<file path="src/sv/u8u16_pkg.sv">
package u8u16_pkg;

  // Width of one input byte and of one UTF-16 code unit.
  localparam int unsigned ByteW = 8;
  localparam int unsigned UnitW = 16;

  // Result buffer: room for two surrogate pairs.
  localparam int unsigned RbufDepth = 4;
  localparam int unsigned RbufPtrW  = $clog2(RbufDepth);
  localparam int unsigned RbufCntW  = $clog2(RbufDepth + 1);

  // Surrogate construction. The high unit is (cp >> 10) + 0xD800 - 0x40,
  // taken modulo 2^16, so the two constants are folded into one.
  localparam logic [UnitW-1:0] HiSurrBias  = 16'hD7C0;
  localparam logic [UnitW-1:0] LoSurrBase  = 16'hDC00;

  // One result as it leaves the block.
  typedef struct packed {
    logic [UnitW-1:0] unit;
    logic             last;
    logic             bad;
  } result_t;

  // Results pushed by one input transaction: none, one or two.
  typedef struct packed {
    logic [1:0] num;
    result_t    first;
    result_t    second;
  } push_t;

endpackage

</file>
<file path="src/sv/utf8_to_utf16_transcoder_core.sv">
// Channel   Direction  tdata             tlast     tuser
// s_axis    in         in_byte [7:0]     -         -
// m_axis    out        out_unit [15:0]   run_last  bad_lead
//
// One byte is taken per cycle; the shift-add into the accumulator and the
// surrogate split sit between the state registers and a four-entry result
// buffer. A surrogate pair leaves the output as two results, high unit first.
// Input stalls only when fewer than two buffer entries are free, so the input
// ready does not depend on the output ready in the same cycle.
// Asynchronous active-low reset clears the open sequence and empties the buffer.
module utf8_to_utf16_transcoder_core (
  input  logic        clk_i,
  input  logic        rst_ni,
  input  logic        s_axis_tvalid_i,
  output logic        s_axis_tready_o,
  input  logic [7:0]  s_axis_tdata_i,   // [7:0] in_byte
  output logic        m_axis_tvalid_o,
  input  logic        m_axis_tready_i,
  output logic [15:0] m_axis_tdata_o,   // [15:0] out_unit
  output logic        m_axis_tlast_o,   // run_last
  output logic        m_axis_tuser_o    // [0] bad_lead
);

  // The accumulator holds the running value with the lead and continuation
  // marker bits already removed, so a finished sequence is the code point.
  logic [31:0] acc_q, acc_d;
  logic [1:0]  left_q, left_d;

  logic                    accept;
  logic                    done;
  logic                    bad;
  logic [31:0]             cp;
  logic [u8u16_pkg::ByteW-1:0] byte_in;
  u8u16_pkg::push_t        push;
  u8u16_pkg::result_t      head;

  assign byte_in = s_axis_tdata_i;
  assign accept  = s_axis_tvalid_i && s_axis_tready_o;

  // Byte decode and accumulation.
  always_comb begin
    acc_d  = acc_q;
    left_d = left_q;
    done   = 1'b0;
    bad    = 1'b0;
    if (left_q != 2'd0) begin
      // Continuation byte: add (byte - 0x80), sign-extended.
      acc_d  = {acc_q[25:0], 6'b0}
             + {{24{~byte_in[7]}}, ~byte_in[7], byte_in[6:0]};
      left_d = left_q - 2'd1;
      done   = left_q == 2'd1;
    end else if (byte_in[7:6] != 2'b11) begin
      acc_d = {24'b0, byte_in};
      done  = 1'b1;
    end else if (!byte_in[5]) begin
      acc_d  = {27'b0, byte_in[4:0]};
      left_d = 2'd1;
    end else if (!byte_in[4]) begin
      acc_d  = {28'b0, byte_in[3:0]};
      left_d = 2'd2;
    end else if (!byte_in[3]) begin
      acc_d  = {29'b0, byte_in[2:0]};
      left_d = 2'd3;
    end else begin
      bad = 1'b1;
    end
    cp = acc_d;
  end

  // Build the results of this transaction.
  always_comb begin
    push = '0;
    if (accept) begin
      if (bad) begin
        push.num         = 2'd1;
        push.first.unit  = '0;
        push.first.last  = 1'b1;
        push.first.bad   = 1'b1;
      end else if (done) begin
        if (cp[31:16] != 16'h0000) begin
          push.num         = 2'd2;
          push.first.unit  = cp[25:10] + u8u16_pkg::HiSurrBias;
          push.first.last  = 1'b0;
          push.second.unit = u8u16_pkg::LoSurrBase | {6'b0, cp[9:0]};
          push.second.last = 1'b1;
        end else begin
          push.num        = 2'd1;
          push.first.unit = cp[15:0];
          push.first.last = 1'b1;
        end
      end
    end
  end

  // Sequence state.
  always_ff @(posedge clk_i or negedge rst_ni) begin
    if (!rst_ni) begin
      acc_q  <= '0;
      left_q <= '0;
    end else if (accept) begin
      acc_q  <= acc_d;
      left_q <= left_d;
    end
  end

  u8u16_rbuf u_rbuf (
    .clk_i       (clk_i),
    .rst_ni      (rst_ni),
    .push_i      (push),
    .room_o      (s_axis_tready_o),
    .pop_valid_o (m_axis_tvalid_o),
    .pop_ready_i (m_axis_tready_i),
    .pop_data_o  (head)
  );

  assign m_axis_tdata_o = head.unit;
  assign m_axis_tlast_o = head.last;
  assign m_axis_tuser_o = head.bad;

endmodule

</file>
<file path="src/sv/u8u16_rbuf.sv">
module u8u16_rbuf (
  input  logic                 clk_i,
  input  logic                 rst_ni,
  input  u8u16_pkg::push_t     push_i,
  output logic                 room_o,
  output logic                 pop_valid_o,
  input  logic                 pop_ready_i,
  output u8u16_pkg::result_t   pop_data_o
);

  u8u16_pkg::result_t mem [u8u16_pkg::RbufDepth];

  logic [u8u16_pkg::RbufPtrW-1:0] wr_q, wr_d;
  logic [u8u16_pkg::RbufPtrW-1:0] rd_q, rd_d;
  logic [u8u16_pkg::RbufCntW-1:0] cnt_q, cnt_d;
  logic [u8u16_pkg::RbufPtrW-1:0] wr_next;
  logic                           pop;

  // Room for a full pair is kept free, so the input side never waits on
  // the output handshake within the same cycle.
  assign room_o      = cnt_q <= u8u16_pkg::RbufCntW'(u8u16_pkg::RbufDepth - 2);
  assign pop_valid_o = cnt_q != '0;
  assign pop_data_o  = mem[rd_q];
  assign pop         = pop_valid_o && pop_ready_i;
  assign wr_next     = wr_q + u8u16_pkg::RbufPtrW'(1);

  // Pointer and fill count arithmetic.
  always_comb begin
    wr_d  = wr_q + u8u16_pkg::RbufPtrW'(push_i.num);
    rd_d  = rd_q + u8u16_pkg::RbufPtrW'(pop);
    cnt_d = cnt_q + u8u16_pkg::RbufCntW'(push_i.num) - u8u16_pkg::RbufCntW'(pop);
  end

  always_ff @(posedge clk_i or negedge rst_ni) begin
    if (!rst_ni) begin
      wr_q  <= '0;
      rd_q  <= '0;
      cnt_q <= '0;
    end else begin
      wr_q  <= wr_d;
      rd_q  <= rd_d;
      cnt_q <= cnt_d;
    end
  end

  // Storage; the second result of a pair goes to the following slot.
  always_ff @(posedge clk_i) begin
    if (push_i.num != 2'd0) begin
      mem[wr_q] <= push_i.first;
    end
    if (push_i.num == 2'd2) begin
      mem[wr_next] <= push_i.second;
    end
  end

endmodule

</file>
<file path="config.mk">
export PLATFORM = sky130hd
export DESIGN_NAME = utf8_to_utf16_transcoder_core
export DESIGN_NICKNAME = d
export VERILOG_FILES = /design/src/sv/u8u16_pkg.sv /design/src/sv/utf8_to_utf16_transcoder_core.sv /design/src/sv/u8u16_rbuf.sv
export SDC_FILE = /design/constraint.sdc
export NUM_CORES = 1
export LEC_CHECK = 0
export ABC_AREA = 0
export BUFFER_PORTS_ARGS = -buffer_cell sky130_fd_sc_hd__buf_4
export CAP_MARGIN = 40
export CORE_ASPECT_RATIO = 2
export CORE_UTILIZATION = 29
export DETAILED_ROUTE_END_ITERATION = 7
export GPL_TIMING_DRIVEN = 0
export PLACE_DENSITY = 0.46
export REMOVE_ABC_BUFFERS = 1
export SKIP_CTS_REPAIR_TIMING = 1
export SLEW_MARGIN = 20
export SYNTH_ARGS = -nofsm -noshare
export SYNTH_HDL_FRONTEND = slang
export SYNTH_HIERARCHICAL = 1
export SYNTH_SLANG_ARGS = --single-unit
</file>
<file path="constraint.sdc">
create_clock -name clk_i -period 10.64 [get_ports clk_i]
set_input_delay 2.66 -clock clk_i [delete_from_list [all_inputs] [get_ports clk_i]]
set_output_delay 2.66 -clock clk_i [all_outputs]
set_load 0.03 [all_outputs]
</file>
==> impl_results.rst, run 1 <==
.. list-table::
   :header-rows: 1

   * - Metric
     - Value
   * - CP startpoint kind
     - input port
   * - Worst-path fanout max
     - 38
   * - Combinational share of power
     - 55.9%
   * - Mapped Avg Cell Area
     - roughly 11 um2
   * - Fraction of synthesis flops using an asynchronous set or reset pin
     - ~36%
   * - Net load switching power
     - between 1 and 1.5 mW
   * - Overflow after GRT
     - 0
   * - Run status
     - complete, no violations
   * - Total Power Consumption
     - between 3 and 4 mW
   * - Number of max-slew violations in the final report
     - 0
   * - Total length of routed wires
     - 23.3 mm
   * - Capture point of the critical path
     - u_rbuf/mem[2][11]$_DFFE_PP_
   * - Count of standard-cell rows
     - between 80 and 90
   * - Number of fillers in the final layout
     - 2,606
   * - Origin of the critical flop-to-flop path
     - acc_q[0]$_DFFE_PN0P_
   * - Worst hold path type
     - flip-flop to flip-flop
   * - Placed cell count
     - 1,041
   * - Synthesized instance count
     - between 600 and 700
   * - Layout Utilization
     - 34.3%
   * - Distinct cell type count of the synthesized netlist
     - 84
   * - Number of clock sinks
     - around 110
   * - Clock group share of total power
     - roughly a fifth
   * - Worst slew slack as a fraction of its limit
     - ~43%
   * - Clock skew
     - approximately 0.0093 ns
   * - GRT Overall Usage
     - between 10% and 20%
   * - Actual transition at the worst max-transition pin
     - 0.846 ns
   * - Count of max-cap constraint violations
     - 0
   * - DP Wirelength
     - about 17 mm
   * - Dominant register cell in the synthesized netlist
     - edfxtp_1
   * - Yosys warnings
     - 6
   * - EDFF count, synth
     - between 70 and 80
   * - Post-synthesis register bit count
     - ~110
   * - Total die area
     - ~27,000 um2
   * - Number of nets at the end of the flow
     - 760
   * - Ant diodes
     - 0
   * - Remaining routing DRC violations
     - 0
   * - Number of routed nets with antenna violations
     - 0
   * - Core ar.
     - 26,200 um2
   * - Arrival time of data at the critical path endpoint
     - 8.88 ns
   * - Clock Root Buffer
     - clkbuf_16
   * - Maximum achievable frequency
     - approximately 110 MHz
   * - Setup-failing EPs final
     - 0
   * - Final hold violation count
     - 0
   * - Height of the die
     - about 230 um
   * - Peak supply drop
     - between 100 and 150 uV
   * - Clock tree buffer depth
     - 2
   * - Number of cells on the worst reg-to-reg path
     - 20
   * - Share of post-route cells with drive strength above 1
     - between 20% and 30%
   * - Post-detailed-route via-to-cell ratio
     - 5.40
   * - TritonCTS clock tree
     - done
   * - Register area share after synthesis
     - around two fifths
   * - Internal portion of total power
     - between 1.5 and 2 mW
   * - Number of H-tree branching levels
     - 4
   * - TritonCTS buffer count
     - 17
   * - Period utilization
     - between 80% and 90%
   * - Mean routed wirelength per cell
     - 21.7 um
   * - Static leakage power
     - between 3 and 4 nW
   * - Minimum setup slack among reg-to-reg paths
     - ~4.4 ns
   * - Final worst path period need
     - between 8 and 9 ns
   * - Reg clk slew, reported paths
     - 0.06 ns
   * - Final Wtd Congestion
     - just over 0.9
   * - Crit path from
     - s_axis_tdata_i[7]
   * - Number of optimization iterations in the first detailed-route pass
     - 5
   * - Number of global-route vias before repair
     - between 6,000 and 7,000
   * - Initial Utilization
     - ~29%
   * - First-pass GRT wire length
     - between 30 and 40 mm
   * - Worst path required time
     - 10.81 ns
   * - Switch share
     - a little over two fifths
   * - DRT iter0 DRCs
     - around 480
   * - Cell area after technology mapping
     - ~7700 um2
   * - Antenna violations before repair
     - 0
   * - Crit path capture type
     - flip-flop
   * - Area added between synthesis and finish
     - 16.6%
   * - Worst Setup Path Type
     - input port to flip-flop
   * - Num ports
     - 32
   * - Largest net degree at the start of global routing
     - 42
   * - RSZ-0062 raised after global routing
     - false
   * - Clock insertion delay at the later pin of the skew report
     - ~0.43 ns
   * - Routed vias
     - between 5,000 and 6,000
   * - Ratio of total power to cell area
     - approximately 350 nW/um2
   * - Die X-Extent
     - 117 um
   * - Post-layout instance count excluding filler cells
     - ~1,100
   * - Input/output buffers
     - 31
   * - Proportion of power drawn by flip-flops and latches
     - 25.1%
   * - Worst reg2reg endpoint
     - u_rbuf/mem[2][11]$_DFFE_PP_
## logic make-up (layout without fill, tap and decap cells)
logic type               count (synthesis)  count (layout)  synth area share, %
adder cells (fa/ha/maj)                 32              32                 5.39
buffers and inverters                   54              89                 3.47
flip-flops                             113             113                 41.3
other                                    1               8               0.0486
multiplexers                           110             110                 19.0
AND/OR/NAND/NOR                        177             177                 12.0
AO/OA/AOI/OAI                          167             167                 15.1
XOR/XNOR                                32              32                 3.63
## sequential cells by signal, indices dropped and copies added (netlist names)
register and flops:
acc_q 32, u_rbuf/wr_q 2, u_rbuf/cnt_q 3, u_rbuf/mem 72, u_rbuf/rd_q 2, left_q 2
## cell usage after synthesis, drive strengths merged, types with 3 or more instances
master / number / area share (%)
nor2: 44 / 2.1
o211ai: 5 / 0.49
nand2: 48 / 2.3
a22o: 16 / 1.8
nor4: 3 / 0.44
a31oi: 7 / 0.57
or3: 4 / 0.32
mux4: 18 / 5.3
and2: 11 / 0.89
nor3: 11 / 0.71
ha: 30 / 4.9
nand4: 4 / 0.41
o31ai: 7 / 0.68
a21o: 18 / 1.8
a311o: 3 / 0.39
xnor2: 21 / 2.4
buf: 19 / 1.7
mux2: 78 / 12
edfxtp: 72 / 28
nand2b: 4 / 0.32
a211oi: 9 / 1.1
nor2b: 6 / 0.52
a21oi: 39 / 2.6
nand3: 15 / 0.97
inv: 12 / 0.58
and3: 8 / 0.65
clkbuf: 23 / 1.2
or4: 3 / 0.34
o21ai: 33 / 2.1
xor2: 11 / 1.2
a211o: 3 / 0.34
dfrtp: 41 / 13
mux2i: 14 / 1.8
## metal layers
metal | up-vias | global-route usage, % | part of all wire [%]
met4 | 0 | 11.0 | 5.4
li1 | 2679 | - | -
met1 | 2883 | 16.3 | 35
met2 | 167 | 35.8 | 57
met5 | - | 0 | 0
met3 | 59 | 2.60 | 2.5
## stage by stage
stage          instance area [um2]  worst slack [ns]  setup TNS (ns)  hold WS, ns
2_1_floorplan                 7510              1.38               0        0.451
3_3_place_gp                  8180             -1.48          -56.15        0.472
3_5_place_dp                  8390              1.47               0        0.489
4_1_cts                       8990              1.92               0        0.501
5_1_grt                       8990              1.72               0        0.526
6_report                      8990              1.93               0        0.496
## power by group through the flow
stage | registers (mW) | clock network [mW] | logic, mW
6_report | 0.785 | 0.595 | 1.75
5_1_grt | 0.805 | 0.620 | 1.88
4_1_cts | 0.788 | 0.603 | 1.76
3_5_place_dp | 0.795 | 0 | 1.75
3_3_place_gp | 0.797 | 0 | 1.66
2_1_floorplan | 0.748 | 0 | 1.20
## worst max-delay path, cell delays in order
cell and delay, ns:
buf_4 0.14, inv_1 0.40, buf_8 0.25, ha_1 0.32, a21o_1 0.19, a21oi_1 0.37, a21oi_1 0.16, or3_1 0.39
a32o_1 0.32, inv_1 0.13, ha_1 0.22, nand2_1 0.07, a41o_1 0.19, or4_1 0.42, or4_4 0.44, nor4_4 0.28
buf_4 0.25, or2b_2 0.25, inv_2 0.26, and4bb_2 0.54, a21o_1 0.35, buf_8 0.20
## cells in the final DEF (no fill, tap or decap), types with 7 or more instances in the layout
master      n
conb_1      8
mux2_4     10
inv_1      11
xnor2_1    21
dfrtp_1    40
clkbuf_16  17
and2_1     11
nor3_1     11
buf_4      37
mux2i_1    14
and3_1      8
ha_1       30
xor2_1     11
nor2_1     42
o21ai_0    31
nand3_1    15
edfxtp_1   72
mux2_2     66
a31oi_1     7
a21oi_1    38
a22o_1     16
a21o_1     18
mux4_2     18
nand2_1    48
## final cells by class
class                      instances  area [um2]  area share [%]
multi-input combinational        526        4340            48.2
sequential                       113        3190            35.5
clock buffer                      19         433            4.82
tap                              344         430            4.79
timing repair buffer              46         388            4.32
clock inverter                    12         166            1.85
inverter                          12        45.0           0.501
## how the worst min path moves through the flow
stage | cells after the start | to | start
after floorplan | 1 | acc_q[30]$_DFFE_PN0P_ | acc_q[30]$_DFFE_PN0P_
after global placement | 1 | acc_q[30]$_DFFE_PN0P_ | acc_q[30]$_DFFE_PN0P_
after detailed placement | 2 | acc_q[13]$_DFFE_PN0P_ | acc_q[13]$_DFFE_PN0P_
after CTS | 2 | acc_q[13]$_DFFE_PN0P_ | acc_q[13]$_DFFE_PN0P_
after global routing | 1 | acc_q[15]$_DFFE_PN0P_ | acc_q[15]$_DFFE_PN0P_
final | 2 | acc_q[13]$_DFFE_PN0P_ | acc_q[13]$_DFFE_PN0P_
Note: power is estimated with default switching activity, not from simulation.
==> inputs of run 2 (changes only) <==
--- a/config.mk
+++ b/config.mk
@@ -5,14 +5,14 @@
 export SDC_FILE = /design/constraint.sdc
 export NUM_CORES = 1
 export LEC_CHECK = 0
-export ABC_AREA = 0
+export ABC_AREA = 1
 export BUFFER_PORTS_ARGS = -buffer_cell sky130_fd_sc_hd__buf_4
 export CAP_MARGIN = 40
 export CORE_ASPECT_RATIO = 2
 export CORE_UTILIZATION = 29
 export DETAILED_ROUTE_END_ITERATION = 7
 export GPL_TIMING_DRIVEN = 0
-export PLACE_DENSITY = 0.46
+export PLACE_DENSITY = 0.45
 export REMOVE_ABC_BUFFERS = 1
 export SKIP_CTS_REPAIR_TIMING = 1
 export SLEW_MARGIN = 20
==> constraint.sdc (replaced) <==
create_clock -name clk_i -period 9.1 [get_ports clk_i]
set_input_delay 2.275 -clock clk_i [delete_from_list [all_inputs] [get_ports clk_i]]
set_output_delay 2.275 -clock clk_i [all_outputs]
set_load 0.03 [all_outputs]
==> run 2 against run 1 <==
Effect of this change:
- the run now ends with DRC left
- final area rose by 12%
- total power rose by 25%
- clock power rose by 25%
- wire length rose by 11%
- register-to-register slack got worse by 0.19 ns
- highest routed layer unchanged
==> impl_results.rst, run 2 <==
.. list-table::
   :header-rows: 1

   * - Metric
     - Value
   * - Maximum achievable frequency
     - roughly 150 MHz
   * - Actual transition at the worst max-transition pin
     - around 0.84 ns
   * - Count of standard-cell rows
     - 90
   * - Hold slack final
     - around 0.49 ns
   * - Total length of routed wires
     - 25.9 mm
   * - Multiplexer share of the synthesized area
     - 0%
   * - Failing checks
     - DRC
   * - Most common cell after layout, fill and taps aside
     - nand2_1
   * - Yosys warnings
     - 6
   * - RSZ-0062 raised after global routing
     - false
   * - Mean routed wirelength per cell
     - 16.6 um
   * - Number of routed nets with antenna violations
     - 0
   * - Number of clock sinks
     - around 110
   * - First-pass GRT wire length
     - about 41 mm
   * - Initial Utilization
     - just under 30%
   * - Reg clk slew, reported paths
     - approximately 0.06 ns
   * - Mapped Avg Cell Area
     - approximately 7.6 um2
   * - Most frequent cells in the layout
     - nand2_1, inv_1, nor2_1, o21ai_0, edfxtp_1
   * - Count of max-cap constraint violations
     - 0
   * - Clock skew
     - around 0.014 ns
   * - Number of nets at the end of the flow
     - between 1,000 and 1,500
   * - TritonCTS clock tree
     - done
   * - DP Wirelength
     - between 20 and 25 mm
   * - Number of optimization iterations in the first detailed-route pass
     - 8
   * - Final worst path period need
     - approximately 6.8 ns
   * - Ratio of total power to cell area
     - slightly below 400 nW/um2
   * - Number of flip-flops in the largest register
     - 72
   * - Proportion of power drawn by flip-flops and latches
     - between 20 and 25%
   * - Net load switching power
     - 1.90 mW
   * - Top-count cell post-synth
     - nand2_1
   * - Biggest area contributors in the synthesized netlist
     - edfxtp_1, nand2_1, dfrtp_1, inv_1, o21ai_2
   * - Setup-failing EPs final
     - 0
   * - Register area share after synthesis
     - a little over a third
   * - Worst slew slack as a fraction of its limit
     - 43.8%
   * - Clock insertion delay at the later pin of the skew report
     - 0.42 ns
   * - Post-synthesis register bit count
     - around 110
   * - Area added between synthesis and finish
     - 14.0%
   * - Combinational share of power
     - around three fifths
   * - Num ports
     - 32
   * - Clock group share of total power
     - between 10% and 20%
   * - Static leakage power
     - between 4 and 5 nW
   * - Arrival time of data at the critical path endpoint
     - around 7 ns
   * - Number of global-route vias before repair
     - 7,487
   * - Distinct cell type count of the synthesized netlist
     - 55
   * - Buf+Inv Stages, Crit Path
     - 8
   * - Total die area
     - around 31,000 um2
   * - Number of H-tree branching levels
     - 4
   * - Run status
     - finished, violations left
   * - Largest net degree at the start of global routing
     - between 40 and 50
   * - Worst-path fanout max
     - 37
   * - GRT Overall Usage
     - 17.5%
   * - Peak supply drop
     - between 100 and 150 uV
   * - Critical-path top delay cell
     - nand2_4
   * - Worst path required time
     - between 9 and 10 ns
   * - Period utilization
     - 75.1%
   * - Area of all placed cells without fillers
     - 10,100 um2
   * - Clock tree buffer depth
     - 2
   * - Top delay family on crit path
     - simple AND/OR/NAND/NOR gates
   * - Number of max-slew violations in the final report
     - 0
   * - Height of the die
     - around 250 um
   * - Synthesized instance count
     - 1,158
   * - Register name with the most flops
     - u_rbuf/mem
   * - Post-synthesis share of cell area spent on full adders, half adders and majority gates
     - between 4 and 5%
   * - Internal portion of total power
     - approximately 2 mW
   * - Overflow after GRT
     - 0
   * - Die X-Extent
     - 125 um
   * - Clock Root Buffer
     - clkbuf_16
   * - Cell area after technology mapping
     - 8820 um2
   * - DRT iter0 DRCs
     - roughly 390
   * - Worst Setup Path Type
     - input port to flip-flop
   * - Complex-gate fraction of the synthesized area
     - between 15 and 20%
   * - Largest registers
     - u_rbuf/mem x72, acc_q x32, u_rbuf/cnt_q x3
   * - Share of post-route cells with drive strength above 1
     - 20.5%
   * - Dominant register cell in the synthesized netlist
     - edfxtp_1
   * - Post-layout instance count excluding filler cells
     - 1,562
   * - Switch share
     - about half
   * - Placed cell count
     - roughly 1,500
   * - Cell type with the largest total area after synthesis
     - edfxtp_1
   * - Top cell type's share of synthesized area
     - approximately a quarter
   * - Largest stage delay on the critical path
     - roughly 0.42 ns
   * - Input/output buffers
     - 31
   * - Xor/xnor cell area share of the yosys netlist
     - less than 1%
   * - Synth Area in Simple Gates
     - between 30% and 40%
   * - Final hold violation count
     - 0
   * - Routed vias
     - 7,400
   * - Antenna violations before repair
     - 0
   * - Post-detailed-route via-to-cell ratio
     - 4.74
   * - TritonCTS buffer count
     - 17
   * - Core ar.
     - 30,100 um2
   * - Fraction of synthesis flops using an asynchronous set or reset pin
     - a little over a third
   * - Worst hold path type
     - flip-flop to flip-flop
   * - Remaining routing DRC violations
     - 2
   * - Crit path capture type
     - flip-flop
   * - Combinational family with the most area after synthesis
     - simple AND/OR/NAND/NOR gates
   * - Synth top cells by count
     - nand2_1, inv_1, nor2_1
   * - EDFF count, synth
     - between 70 and 80
   * - CP startpoint kind
     - input port
   * - Final Wtd Congestion
     - between 0.8 and 0.9
   * - Number of fillers in the final layout
     - roughly 3,100
   * - Post-detailed-placement cell area
     - approximately 9400 um2
   * - Ant diodes
     - 0
run 2: changes by cell type in the layout (fill, tap and decap cells not counted), sizes merged, moves of 70 or more:
cell	previous run	this run
nor2	44	131
nand2	48	343
o21ai	33	168
inv	12	152
mux2	78	0
nand3	15	85
run 2: power groups by stage:
stage                     combinational (mW)  sequential [mW]  clock, mW
after global placement                  2.20            0.913          0
final                                   2.27            0.886      0.743
after floorplan                         1.61            0.865          0
after detailed placement                2.31            0.896          0
after global routing                    2.53            0.906      0.781
after CTS                               2.32            0.888      0.759
run 2: cell type report:
cell class | instances | area (um2) | area share, %
multi-input cells | 856 | 4760 | 47.3
flip-flops and latches | 113 | 3190 | 31.7
inverters | 151 | 587 | 5.84
well taps | 368 | 460 | 4.58
clock buffers | 17 | 425 | 4.23
repair buffers | 42 | 402 | 4.00
clock inverters | 15 | 230 | 2.29
run 2: path summary, 6_finish.rpt:
kind / start / end / slack, ns / depth (start not counted)
worst max-delay path: s_axis_tdata_i[7] / u_rbuf/mem[0][13]$_DFFE_PP_ / 2.27 / 25
worst min-delay path: acc_q[30]$_DFFE_PN0P_ / acc_q[30]$_DFFE_PN0P_ / 0.49 / 2
min in group asynchronous: rst_ni / acc_q[31]$_DFFE_PN0P_ / 1.83 / 1
worst min register to register: acc_q[30]$_DFFE_PN0P_ / acc_q[30]$_DFFE_PN0P_ / 0.49 / 2
worst max register to register: left_q[1]$_DFFE_PN0P_ / u_rbuf/mem[0][13]$_DFFE_PP_ / 4.22 / 18
max in group asynchronous: rst_ni / u_rbuf/rd_q[0]$_DFF_PN0_ / 6.78 / 1
run 2: worst register-to-register path: cells and delay by family (launching register included):
kind | cells | cell delay [ns]
buffers and inverters | 7 | 1.52
AOI/OAI and AO/OA | 2 | 0.69
DFF | 1 | 0.45
and+or+nand+nor | 9 | 1.94
run 2: cell families after synthesis:
family | count (synthesis)
xor gates and xnor gates | 7
AOI/OAI and AO/OA | 222
DFF | 113
adders and majority gates | 32
and+or+nand+nor | 593
buffers and inverters | 190
other | 1
run 2: metrics by stage:
step	power [mW]	utilization, %	setup slack (ns)	TNS [ns]
after floorplan	2.48	-	1.89	0
after global placement	3.12	30.5	-1.18	-56.34
after detailed placement	3.21	31.3	1.74	0
after CTS	3.96	33.4	2.17	0
after global routing	4.22	33.4	1.86	0
final	3.90	33.4	2.27	0
run 2: routing by layer:
metal	vias to the layer above	global-route usage [%]	wire length [um]
li1	3854	-	-
met1	3410	16.1	8880
met2	82	36.0	15500
met3	54	1.85	314
met4	0	9.90	1210
met5	-	0	0
